--- src/hdl/stlc_pkg.sv ---
package stlc_pkg;

	// Input transaction kinds, carried on s_tuser
	typedef enum logic [1:0] {
		OP_TICK = 2'd0,
		OP_CMD  = 2'd1,
		OP_CSUM = 2'd2
	} op_t;

	// Reported status, in rising priority
	typedef enum logic [2:0] {
		ST_OK        = 3'd0,
		ST_CSUM_WARN = 3'd1,
		ST_NO_CMD    = 3'd2,
		ST_WATCHDOG  = 3'd3,
		ST_LOW_BATT  = 3'd4
	} status_t;

	// Configuration register indexes
	typedef enum logic [1:0] {
		CFG_BATT_MIN = 2'd0,
		CFG_WD_EN    = 2'd1,
		CFG_WD_LIMIT = 2'd2
	} cfg_idx_t;

	// Per-channel flasher state
	typedef struct packed {
		logic       phase;
		logic [3:0] count;
		logic       drive;
	} flash_t;

	localparam int unsigned N_LAMPS = 3;
	localparam int unsigned N_CHANS = 4;   // three lamps and the status LED
	localparam int unsigned CH_LED  = 3;

	localparam logic [7:0]  LEVEL_ON    = 8'd10;
	localparam logic [7:0]  PAUSE_STEPS = 8'd4;

	localparam logic [9:0]  BATT_MIN_RST = 10'd100;
	localparam logic [15:0] WD_LIMIT_RST = 16'd2;
	localparam logic [15:0] WD_COUNT_RST = 16'd3;
	localparam logic [15:0] WD_COUNT_MAX = 16'hFFFF;

endpackage

--- src/hdl/signal_tower_lamp_controller.sv ---
// The result of a transaction is registered and appears on m_tdata in the cycle after it is accepted.
// One transaction per cycle while s_tready is high; the state update is a single registered pass.
// s_tready drops only while a result is held and m_tready is low.
// Reset (arst_n low, asynchronous): watchdog status, red steady on, other lamps off,
// all flashers idle, no command seen, registers at their default values.
module signal_tower_lamp_controller (
	input  logic        clk,
	input  logic        arst_n,
	// configuration write port
	input  logic        cfg_we,
	input  logic [1:0]  cfg_index,
	input  logic [15:0] cfg_data,
	// input stream
	input  logic        s_tvalid,
	output logic        s_tready,
	// [9:0] battery_sample, [17:10] red_level, [25:18] yellow_level,
	// [33:26] green_level, [39:34] zero
	input  logic [39:0] s_tdata,
	// [1:0] opcode
	input  logic [1:0]  s_tuser,
	// output stream
	output logic        m_tvalid,
	input  logic        m_tready,
	// [0] red_lamp, [1] yellow_lamp, [2] green_lamp, [3] status_led,
	// [6:4] status_code, [7] low_battery
	output logic [7:0]  m_tdata
);

	// configuration registers
	logic [9:0]  batt_min_q;
	logic        wd_en_q;
	logic [15:0] wd_limit_q;

	// controller state
	logic                half_q,     half_nx;
	logic [15:0]         wd_cnt_q,   wd_cnt_nx;
	logic                seen_q,     seen_nx;
	logic                csum_q,     csum_nx;
	logic                batt_flag_q, batt_flag_nx;
	stlc_pkg::status_t   status_q,   status_nx;
	logic [7:0]          cmd_q [stlc_pkg::N_LAMPS];
	logic [7:0]          cmd_nx [stlc_pkg::N_LAMPS];
	logic [7:0]          act_q [stlc_pkg::N_LAMPS];
	logic [7:0]          act_nx [stlc_pkg::N_LAMPS];
	stlc_pkg::flash_t    fl_q [stlc_pkg::N_CHANS];
	stlc_pkg::flash_t    fl_nx [stlc_pkg::N_CHANS];

	// output register
	logic        out_valid_q;
	logic [7:0]  out_data_q;
	logic [7:0]  out_data_nx;

	logic        s_acc;
	stlc_pkg::op_t op;
	logic [9:0]  sample;
	logic [7:0]  led_level;

	// One flash step of a channel at the given level
	function automatic stlc_pkg::flash_t flash_step(stlc_pkg::flash_t cur, logic [7:0] level);
		stlc_pkg::flash_t nx;
		logic [3:0]       cnt;
		nx  = cur;
		cnt = cur.count + 4'd1;
		if (level == 8'd0 || level > stlc_pkg::LEVEL_ON) begin
			nx.drive = 1'b0;
		end else if (level == stlc_pkg::LEVEL_ON) begin
			nx.drive = 1'b1;
		end else if (cur.phase) begin
			nx.phase = 1'b0;
			nx.drive = 1'b0;
		end else begin
			nx.count = cnt;
			if ({4'd0, cnt} <= level) begin
				nx.drive = 1'b1;
				nx.phase = 1'b1;
			end else if ({4'd0, cnt} > level + stlc_pkg::PAUSE_STEPS) begin
				nx.count = 4'd0;
			end
		end
		return nx;
	endfunction

	assign s_tready = !out_valid_q || m_tready;
	assign s_acc    = s_tvalid && s_tready;
	assign op       = stlc_pkg::op_t'(s_tuser);
	assign sample   = s_tdata[9:0];
	assign m_tvalid = out_valid_q;
	assign m_tdata  = out_data_q;

	// Hold configuration; writes are to arrive only while idle, which the block itself does not enforce
	always_ff @(posedge clk or negedge arst_n) begin
		if (!arst_n) begin
			batt_min_q <= stlc_pkg::BATT_MIN_RST;
			wd_en_q    <= 1'b1;
			wd_limit_q <= stlc_pkg::WD_LIMIT_RST;
		end else if (cfg_we) begin
			unique case (stlc_pkg::cfg_idx_t'(cfg_index))
				stlc_pkg::CFG_BATT_MIN: batt_min_q <= cfg_data[9:0];
				stlc_pkg::CFG_WD_EN:    wd_en_q    <= cfg_data[0];
				stlc_pkg::CFG_WD_LIMIT: wd_limit_q <= cfg_data;
				default: ;
			endcase
		end
	end

	// Next state for the accepted transaction
	always_comb begin
		half_nx      = half_q;
		wd_cnt_nx    = wd_cnt_q;
		seen_nx      = seen_q;
		csum_nx      = csum_q;
		batt_flag_nx = batt_flag_q;
		status_nx    = status_q;
		cmd_nx       = cmd_q;
		act_nx       = act_q;
		fl_nx        = fl_q;
		led_level    = 8'd0;

		case (op)
			stlc_pkg::OP_TICK: begin
				// advance the saturating watchdog, or clear it while the watchdog is disabled
				if (wd_en_q) begin
					if (wd_cnt_q != stlc_pkg::WD_COUNT_MAX)
						wd_cnt_nx = wd_cnt_q + 16'd1;
				end else begin
					wd_cnt_nx = 16'd0;
				end

				// pick status by priority, using the flag from before this tick
				if (batt_flag_q) begin
					status_nx = stlc_pkg::ST_LOW_BATT;
				end else if (wd_cnt_nx > wd_limit_q) begin
					status_nx = stlc_pkg::ST_WATCHDOG;
					seen_nx   = 1'b0;
					act_nx[0] = stlc_pkg::LEVEL_ON;
					act_nx[1] = 8'd0;
					act_nx[2] = 8'd0;
				end else if (!seen_q) begin
					status_nx = stlc_pkg::ST_NO_CMD;
					act_nx[0] = stlc_pkg::LEVEL_ON;
					act_nx[1] = 8'd0;
					act_nx[2] = 8'd0;
				end else if (csum_q) begin
					status_nx = stlc_pkg::ST_CSUM_WARN;
					csum_nx   = 1'b0;
				end else begin
					status_nx = stlc_pkg::ST_OK;
					act_nx    = cmd_q;
				end

				// step the flashers and sample the battery on every second tick
				led_level = {5'd0, status_nx} + 8'd1;
				if (half_q) begin
					half_nx = 1'b0;
					fl_nx[stlc_pkg::CH_LED] = flash_step(fl_q[stlc_pkg::CH_LED], led_level);
					for (int i = 0; i < stlc_pkg::N_LAMPS; i++)
						fl_nx[i] = flash_step(fl_q[i], act_nx[i]);
					batt_flag_nx = sample < batt_min_q;
				end else begin
					half_nx = 1'b1;
				end
			end
			stlc_pkg::OP_CMD: begin
				wd_cnt_nx = 16'd0;
				seen_nx   = 1'b1;
				cmd_nx[0] = s_tdata[17:10];
				cmd_nx[1] = s_tdata[25:18];
				cmd_nx[2] = s_tdata[33:26];
			end
			stlc_pkg::OP_CSUM: begin
				csum_nx = 1'b1;
			end
			default: ;
		endcase

		// pack the result from the updated state
		out_data_nx = {batt_flag_nx, status_nx, fl_nx[3].drive, fl_nx[2].drive,
			fl_nx[1].drive, fl_nx[0].drive};
	end

	// Advance state on each accepted transaction
	always_ff @(posedge clk or negedge arst_n) begin
		if (!arst_n) begin
			half_q      <= 1'b0;
			wd_cnt_q    <= stlc_pkg::WD_COUNT_RST;
			seen_q      <= 1'b0;
			csum_q      <= 1'b0;
			batt_flag_q <= 1'b0;
			status_q    <= stlc_pkg::ST_WATCHDOG;
			for (int i = 0; i < stlc_pkg::N_LAMPS; i++) begin
				cmd_q[i] <= 8'd0;
				act_q[i] <= 8'd0;
			end
			act_q[0] <= stlc_pkg::LEVEL_ON;
			for (int i = 0; i < stlc_pkg::N_CHANS; i++)
				fl_q[i] <= '0;
		end else if (s_acc) begin
			half_q      <= half_nx;
			wd_cnt_q    <= wd_cnt_nx;
			seen_q      <= seen_nx;
			csum_q      <= csum_nx;
			batt_flag_q <= batt_flag_nx;
			status_q    <= status_nx;
			cmd_q       <= cmd_nx;
			act_q       <= act_nx;
			fl_q        <= fl_nx;
		end
	end

	// Hold the result until the downstream side takes it
	always_ff @(posedge clk or negedge arst_n) begin
		if (!arst_n) begin
			out_valid_q <= 1'b0;
		end else if (s_acc) begin
			out_valid_q <= 1'b1;
		end else if (m_tready) begin
			out_valid_q <= 1'b0;
		end
	end

	always_ff @(posedge clk) begin
		if (s_acc)
			out_data_q <= out_data_nx;
	end

	// Forced statuses always leave red steady and the others off
	a_forced_red: assert property (@(posedge clk) disable iff (!arst_n)
		(status_q == stlc_pkg::ST_WATCHDOG || status_q == stlc_pkg::ST_NO_CMD) |->
		(act_q[0] == stlc_pkg::LEVEL_ON && act_q[1] == 8'd0 && act_q[2] == 8'd0))
		else $error("forced status without red steady");

	// A lamp command clears the watchdog
	a_cmd_clears_wd: assert property (@(posedge clk) disable iff (!arst_n)
		(s_acc && op == stlc_pkg::OP_CMD) |=> (wd_cnt_q == 16'd0 && seen_q))
		else $error("lamp command did not clear the watchdog");

	// Back-pressure only while a result is held
	a_stall_cause: assert property (@(posedge clk) disable iff (!arst_n)
		!s_tready |-> (out_valid_q && !m_tready))
		else $error("input stalled without a held result");

	// Reported status stays within its codes
	a_status_range: assert property (@(posedge clk) disable iff (!arst_n)
		out_valid_q |-> (out_data_q[6:4] <= 3'd4))
		else $error("status code out of range");

endmodule
--- config.mk ---
export PLATFORM = sky130hd
export DESIGN_NAME = signal_tower_lamp_controller
export DESIGN_NICKNAME = d
export VERILOG_FILES = /design/src/hdl/stlc_pkg.sv /design/src/hdl/signal_tower_lamp_controller.sv
export SDC_FILE = /design/constraint.sdc
export NUM_CORES = 1
export LEC_CHECK = 0
export BUFFER_PORTS_ARGS = -buffer_cell sky130_fd_sc_hd__buf_2
export CORE_MARGIN = 2
export CORE_UTILIZATION = 45
export DETAILED_ROUTE_END_ITERATION = 8
export GPL_TIMING_DRIVEN = 1
export HOLD_SLACK_MARGIN = 0.05
export PLACE_DENSITY = 0.7
export SLEW_MARGIN = 20
export SYNTH_ARGS = -nofsm -noshare
export SYNTH_HDL_FRONTEND = slang
export SYNTH_SLANG_ARGS = --single-unit
--- constraint.sdc ---
create_clock -name clk -period 7.45 [get_ports clk]
set_input_delay 0.3725 -clock clk [delete_from_list [all_inputs] [get_ports clk]]
set_output_delay 0.3725 -clock clk [all_outputs]
set_load 0.03 [all_outputs]
; ---- After elaboration in Yosys (flattened, before gate mapping)
; Cells that the tools add are included.
; Widths: inputs -> output; s select.
[op_classes]
n_eq_ne = 13
magnitude_cmp = 14
n_reduce_logical = 32
bitwise_logic = 12
addsub = 10
muxes = 70
[op_table]
columns = cell, count
row1 = $mux 24, 5
row2 = $mux 16, 3
row3 = $mux 4, 11
row4 = $mux 19, 2
row5 = $mux 1, 35
row6 = $logic_not 8->1, 4
row7 = $pmux 16 s2, 1
row8 = $mux 5, 6
row9 = $reduce_and 5->1, 5
row10 = $add 8x3->8 const B, 3
row11 = $eq 8x4->1 const B, 3
row12 = $gt 4x8->1, 3
row13 = $gt 8x4->1 const B, 3
row14 = $le 4x8->1, 3
row15 = $reduce_and 6->1, 4
row16 = $add 16x1->16 const B, 1
row17 = $add 4x1->4 const B, 4
row18 = $gt 16x16->1, 1
row19 = $ne 16x16->1 const B, 1
row20 = $not 1->1, 12
row21 = $reduce_and 2->1, 6
row22 = $lt 10x10->1, 1
row23 = $mux 3, 3
row24 = $ne 2x2->1 const B, 4
row25 = 16 further kinds, 27
[totals]
ff_bits = 131
input_bits = 65
out_inout_bits = 10

; ---- Logic depth before layout (Yosys ltp)
[depth]
depth_word = 18
ltp_mapped = 28
mapped_depth_nobuf = 28

; ---- Least setup slack after synthesis
; No wires, ideal clock.
[synth_path]
path_kind = reg-to-reg
from = reg wd_cnt_q[0]
to = reg fl_q[15] (netlist bit)
setup_time_ns = 0.129
stages_incl_launch_ff = 28
required_ns = 7.321
arrival_ns = 5.469
setup_slack_ns = 1.851
cell_sequence = dfstp_2 ha_1 nand2_1 nor4_1 nand4_1 nor2_1 nor2_1 nand4_1 xor2_1 nor2_1 ha_1 a21oi_1 nor2_1 a2111o_1 o31ai_1 and2_4 buf_2 a22oi_1 ha_1 nor2b_1 o21a_1 o21ai_0 a21oi_1 o21ai_0 a2111oi_1 nor2_1 o21ai_0 o21ai_0
[synth_via]
elab_chain_cells = 12
[synth_rtl]
columns = element, line_no
row1 = start: declaration, signal_tower_lamp_controller.sv:36  ; logic [15:0] wd_cnt_q, wd_cnt_nx;
row2 = start signal: assignment, signal_tower_lamp_controller.sv:185  ; wd_cnt_q <= stlc_pkg::WD_COUNT_RST;
row3 = start signal: assignment, signal_tower_lamp_controller.sv:199  ; wd_cnt_q <= wd_cnt_nx;
row4 = $add 16x1->16 / $ne 16x16->1 (equally long branches), "signal_tower_lamp_controller.sv:124, signal_tower_lamp_controller.sv:123"
row5 = $mux 16 (*), signal_tower_lamp_controller.sv:123  ; if (wd_cnt_q != stlc_pkg::WD_COUNT_MAX)
row6 = $mux 16 (*), signal_tower_lamp_controller.sv:122  ; if (wd_en_q) begin
row7 = $mux 16 (*), signal_tower_lamp_controller.sv:119  ; case (op)
row8 = $gt 16x16->1 (*), signal_tower_lamp_controller.sv:132  ; end else if (wd_cnt_nx > wd_limit_q) begin
row9 = $mux 24 (*), signal_tower_lamp_controller.sv:132
row10 = $mux 24 (*), signal_tower_lamp_controller.sv:130  ; if (batt_flag_q) begin
row11 = $mux 24 (*), signal_tower_lamp_controller.sv:119
row12 = $add 8x3->8 (tied with other cells), signal_tower_lamp_controller.sv:76  ; end else if ({4'd0, cnt} > level + stlc_pkg::PAUSE_STEPS) begin
row13 = $gt 4x8->1 / $logic_or 1x1->1 (equally long branches), "signal_tower_lamp_controller.sv:76, signal_tower_lamp_controller.sv:64"
row14 = $mux 4 / $not 1->1 (equally long branches), n/a
row15 = $mux 4 / $reduce_and 6->1 (equally long branches), n/a
row16 = end signal: assignment, signal_tower_lamp_controller.sv:206  ; fl_q <= fl_nx;
row17 = end: declaration, signal_tower_lamp_controller.sv:45  ; stlc_pkg::flash_t fl_q [stlc_pkg::N_CHANS];
; Every way passes the cells marked *; elsewhere a longest branch is shown, timed or not. The select of a mux whose other input is x is not followed.
; A chain may end at the register's enable or synchronous reset.

; ---- Final worst setup path
[layout_path]
from = reg wd_cnt_q[0]
to = reg fl_q[21] (netlist bit)
; The elaborated chain is that of the path after synthesis.

==> flow_summary.json <==
{
  "ys_warn_count": 0,
  "layout-drive-gt1-share_pct": 23.1,
  "drt_iter0_markers": 397,
  "num_io_pins": 75,
  "die_w_um": 135,
  "final_common_cell": "dfrtp_1",
  "row_count": 47,
  "grt_pass1_vias": 5969,
  "hold_violations": 0,
  "port_buffers": 68,
  "rsz0062_at_grt": "false",
  "cts_hold_buffers": 0,
  "maxSlewViolCount": 0,
  "cp.arrival_ps": 7070,
  "syn_inst": 752,
  "r2r_start": "wd_cnt_q[0]",
  "peakVddDrop_mv": 0.222,
  "cellPowerDensity_nw_per_um2": 349,
  "finalSetupTns_ps": 0,
  "layout_common_cells": "112 x dfrtp_1, 75 x nand2_1, 68 x ha_1",
  "synth-seq-cells": 131,
  "cp-end-kind": "register",
  "cts_tree": "built",
  "clock_latency_ps": 420,
  "status": "complete, no violations",
  "criticalPathCategory": "reg2reg",
  "fin_crit_ps": 6780,
  "async_flop_share_pct": 93.9,
  "drc": 0,
  "startpoint": "wd_cnt_q[0]",
  "grt_start_max_net_pins": 68,
  "fillCellCount": 1488,
  "required_ps": 7740,
  "max_freq_mhz": 148,
  "tightest_slew_ps": 1010,
  "min_period_over_period_pct": 91.0,
  "cts_setup_buffers": 0,
  "viasPerCell": 5.61,
  "wire_per_inst_um": 16.3,
  "start_util_pct": 46.3,
  "syn_area_sq_um": 7730,
  "root_buffer": "clkbuf_16",
  "clock-sinks": 131,
  "start_kind": "register",
  "synth_edf_count": 8,
  "stdcell_count": 1056,
  "leakagePower_nw": 4.27,
  "wirelength_um": 17200,
  "antenna_cells": 0,
  "core_area_sq_um": 16700,
  "cts_htree_levels": 4,
  "avgSynthCellArea_sq_um": 10.3,
  "dp_hpwl_um": 11900,
  "die_h_um": 135,
  "ant_nets": 0,
  "cts_buffer_depth": 2,
  "overflow": 0,
  "worst-r2r-cell-count": 25,
  "synthDistinctLibCells": 71,
  "cap_viol_max_count": 0,
  "tritoncts.num_buffers": 17,
  "clk_pin_slew_ps": 60,
  "maxSlewHeadroom_pct": 32.2,
  "placedCellCount": 1024,
  "regArea_sq_um": 3330,
  "antenna_found_initial": 0,
  "dieArea_sq_um": 18200,
  "grt_pass1_wl_um": 29200,
  "finalNetCount": 956,
  "synth-main-ff-cell": "dfrtp_1",
  "dr.pass1.iters": 5,
  "via_count": 5929,
  "gp_congestion": 0.825,
  "yosysSeqAreaShare_pct": 43.1,
  "skew_ps": 7.45,
  "grt_usage_pct": 20.1,
  "hp-class": "in2async",
  "multi_input_area_sq_um": 4150,
  "setup_viol": 0,
  "syn2layout_area_growth_pct": 15.5,
  "critPathMaxFanout": 12,
  "cts_resized": 0
}
==> Yosys cell counts (6+ instances only) <==
library cell	count	share of area (%)
a21oi_1	22	1.4
clkbuf_1	18	0.87
mux2_2	53	7.7
inv_1	49	2.4
nand3_1	21	1.4
xor2_1	11	1.2
a22o_1	43	4.9
a21o_1	9	0.87
nor2_1	34	1.7
nor2b_1	8	0.65
xnor2_1	9	1.0
nand2_1	76	3.7
dfrtp_1	112	36
o21ai_0	52	3.4
edfxtp_1	8	3.1
dfstp_2	11	3.7
o21a_1	6	0.58
ha_1	68	11
a22oi_1	6	0.58
nor3_1	11	0.71
nand2b_1	15	1.2
nand4_1	14	1.1
==> flip-flops by register name, summed over array words and instances, names as in the netlist, 3 cells and up <==
register / cells
act_q: 24
batt_min_q: 10
cmd_q: 24
fl_q: 24
m_tdata: 8
status_q: 3
wd_cnt_q: 16
wd_limit_q: 16
==> logic make-up (layout without fill, tap and decap cells) <==
logic type	Yosys count	in the layout	synth area share (%)
other	2	4	0.0971
XOR/XNOR	20	20	2.27
multiplexers	57	57	8.24
AND/OR/NAND/NOR	219	219	14.4
buffers and inverters	71	153	3.53
flip-flops	131	131	43.1
adder cells (fa/ha/maj)	68	68	11.0
AO/OA/AOI/OAI	184	184	17.3
==> report_power, final <==
part	leakage [nW]	switching, W	internal (W)	total [W]
clock	0.303	0.000325	0.000562	0.000887
combinational	2.35	0.000637	0.000522	0.00116
sequential	1.62	0.000171	0.000902	0.00107
total	4.27	0.00113	0.00199	0.00312
==> layer usage <==
| metal | GRT usage [%] | wire length, um |
|---|---|---|
| met1 | 26.2 | 7830 |
| met2 | 33.1 | 8230 |
| met3 | 4.88 | 932 |
| met4 | 6.71 | 264 |
| met5 | 0 | 0 |
==> critical path: stages (launching register included) <==
cell,delay (ps)
dfstp_2,560
ha_1,190
nand2_1,140
nor4_1,430
nand4_1,210
nor2_1,420
nor2_1,210
nand4_1,150
xor2_1,160
nor2_1,90
ha_1,320
nand2_1,150
nor3_1,90
a2111o_1,450
o31ai_4,650
and2_4,290
nand2_1,90
o22a_1,280
inv_1,110
ha_1,250
a41oi_1,180
o211ai_1,200
a2111oi_2,550
nor2_1,90
o41ai_1,260
o21ai_1,110
==> metrics by stage <==
stage / hold WS [ps] / area [sq um] / setup WS (ps) / utilization [%] / total power (W)
6_report: 58.3 / 8930 / 670 / 53.5 / 0.00312
5_1_grt: 145 / 8930 / 12.2 / 53.5 / 0.00335
4_1_cts: 104 / 8920 / 701 / 53.4 / 0.00312
3_5_place_dp: 467 / 8300 / 772 / 49.7 / 0.00222
3_3_place_gp: 460 / 8300 / 906 / 49.7 / 0.00219
2_1_floorplan: 76.9 / 7740 / 1850 / - / 0.00193
==> final cells by class <==
type / instances / share of cell area, %
Clock buffer: 20 / 4.89
Clock inverter: 12 / 2.02
Inverter: 49 / 2.06
Multi-Input combinational cell: 552 / 46.5
Sequential cell: 131 / 37.3
Tap cell: 220 / 3.08
Timing Repair Buffer: 72 / 4.18
==> path summary, 6_finish.rpt <==
| check | endpoint | slack [ps] |
|---|---|---|
| setup / recovery | fl_q[21] | 670 |
| hold / removal | batt_min_q[0] | 60 |
| setup reg to reg | fl_q[21] | 670 |
| hold reg to reg | status_q[2] | 480 |
| max in group asynchronous | act_q[7] | 6160 |
| min in group clk | m_tvalid | 150 |
No activity file was read; power rests on OpenSTA's default activity.
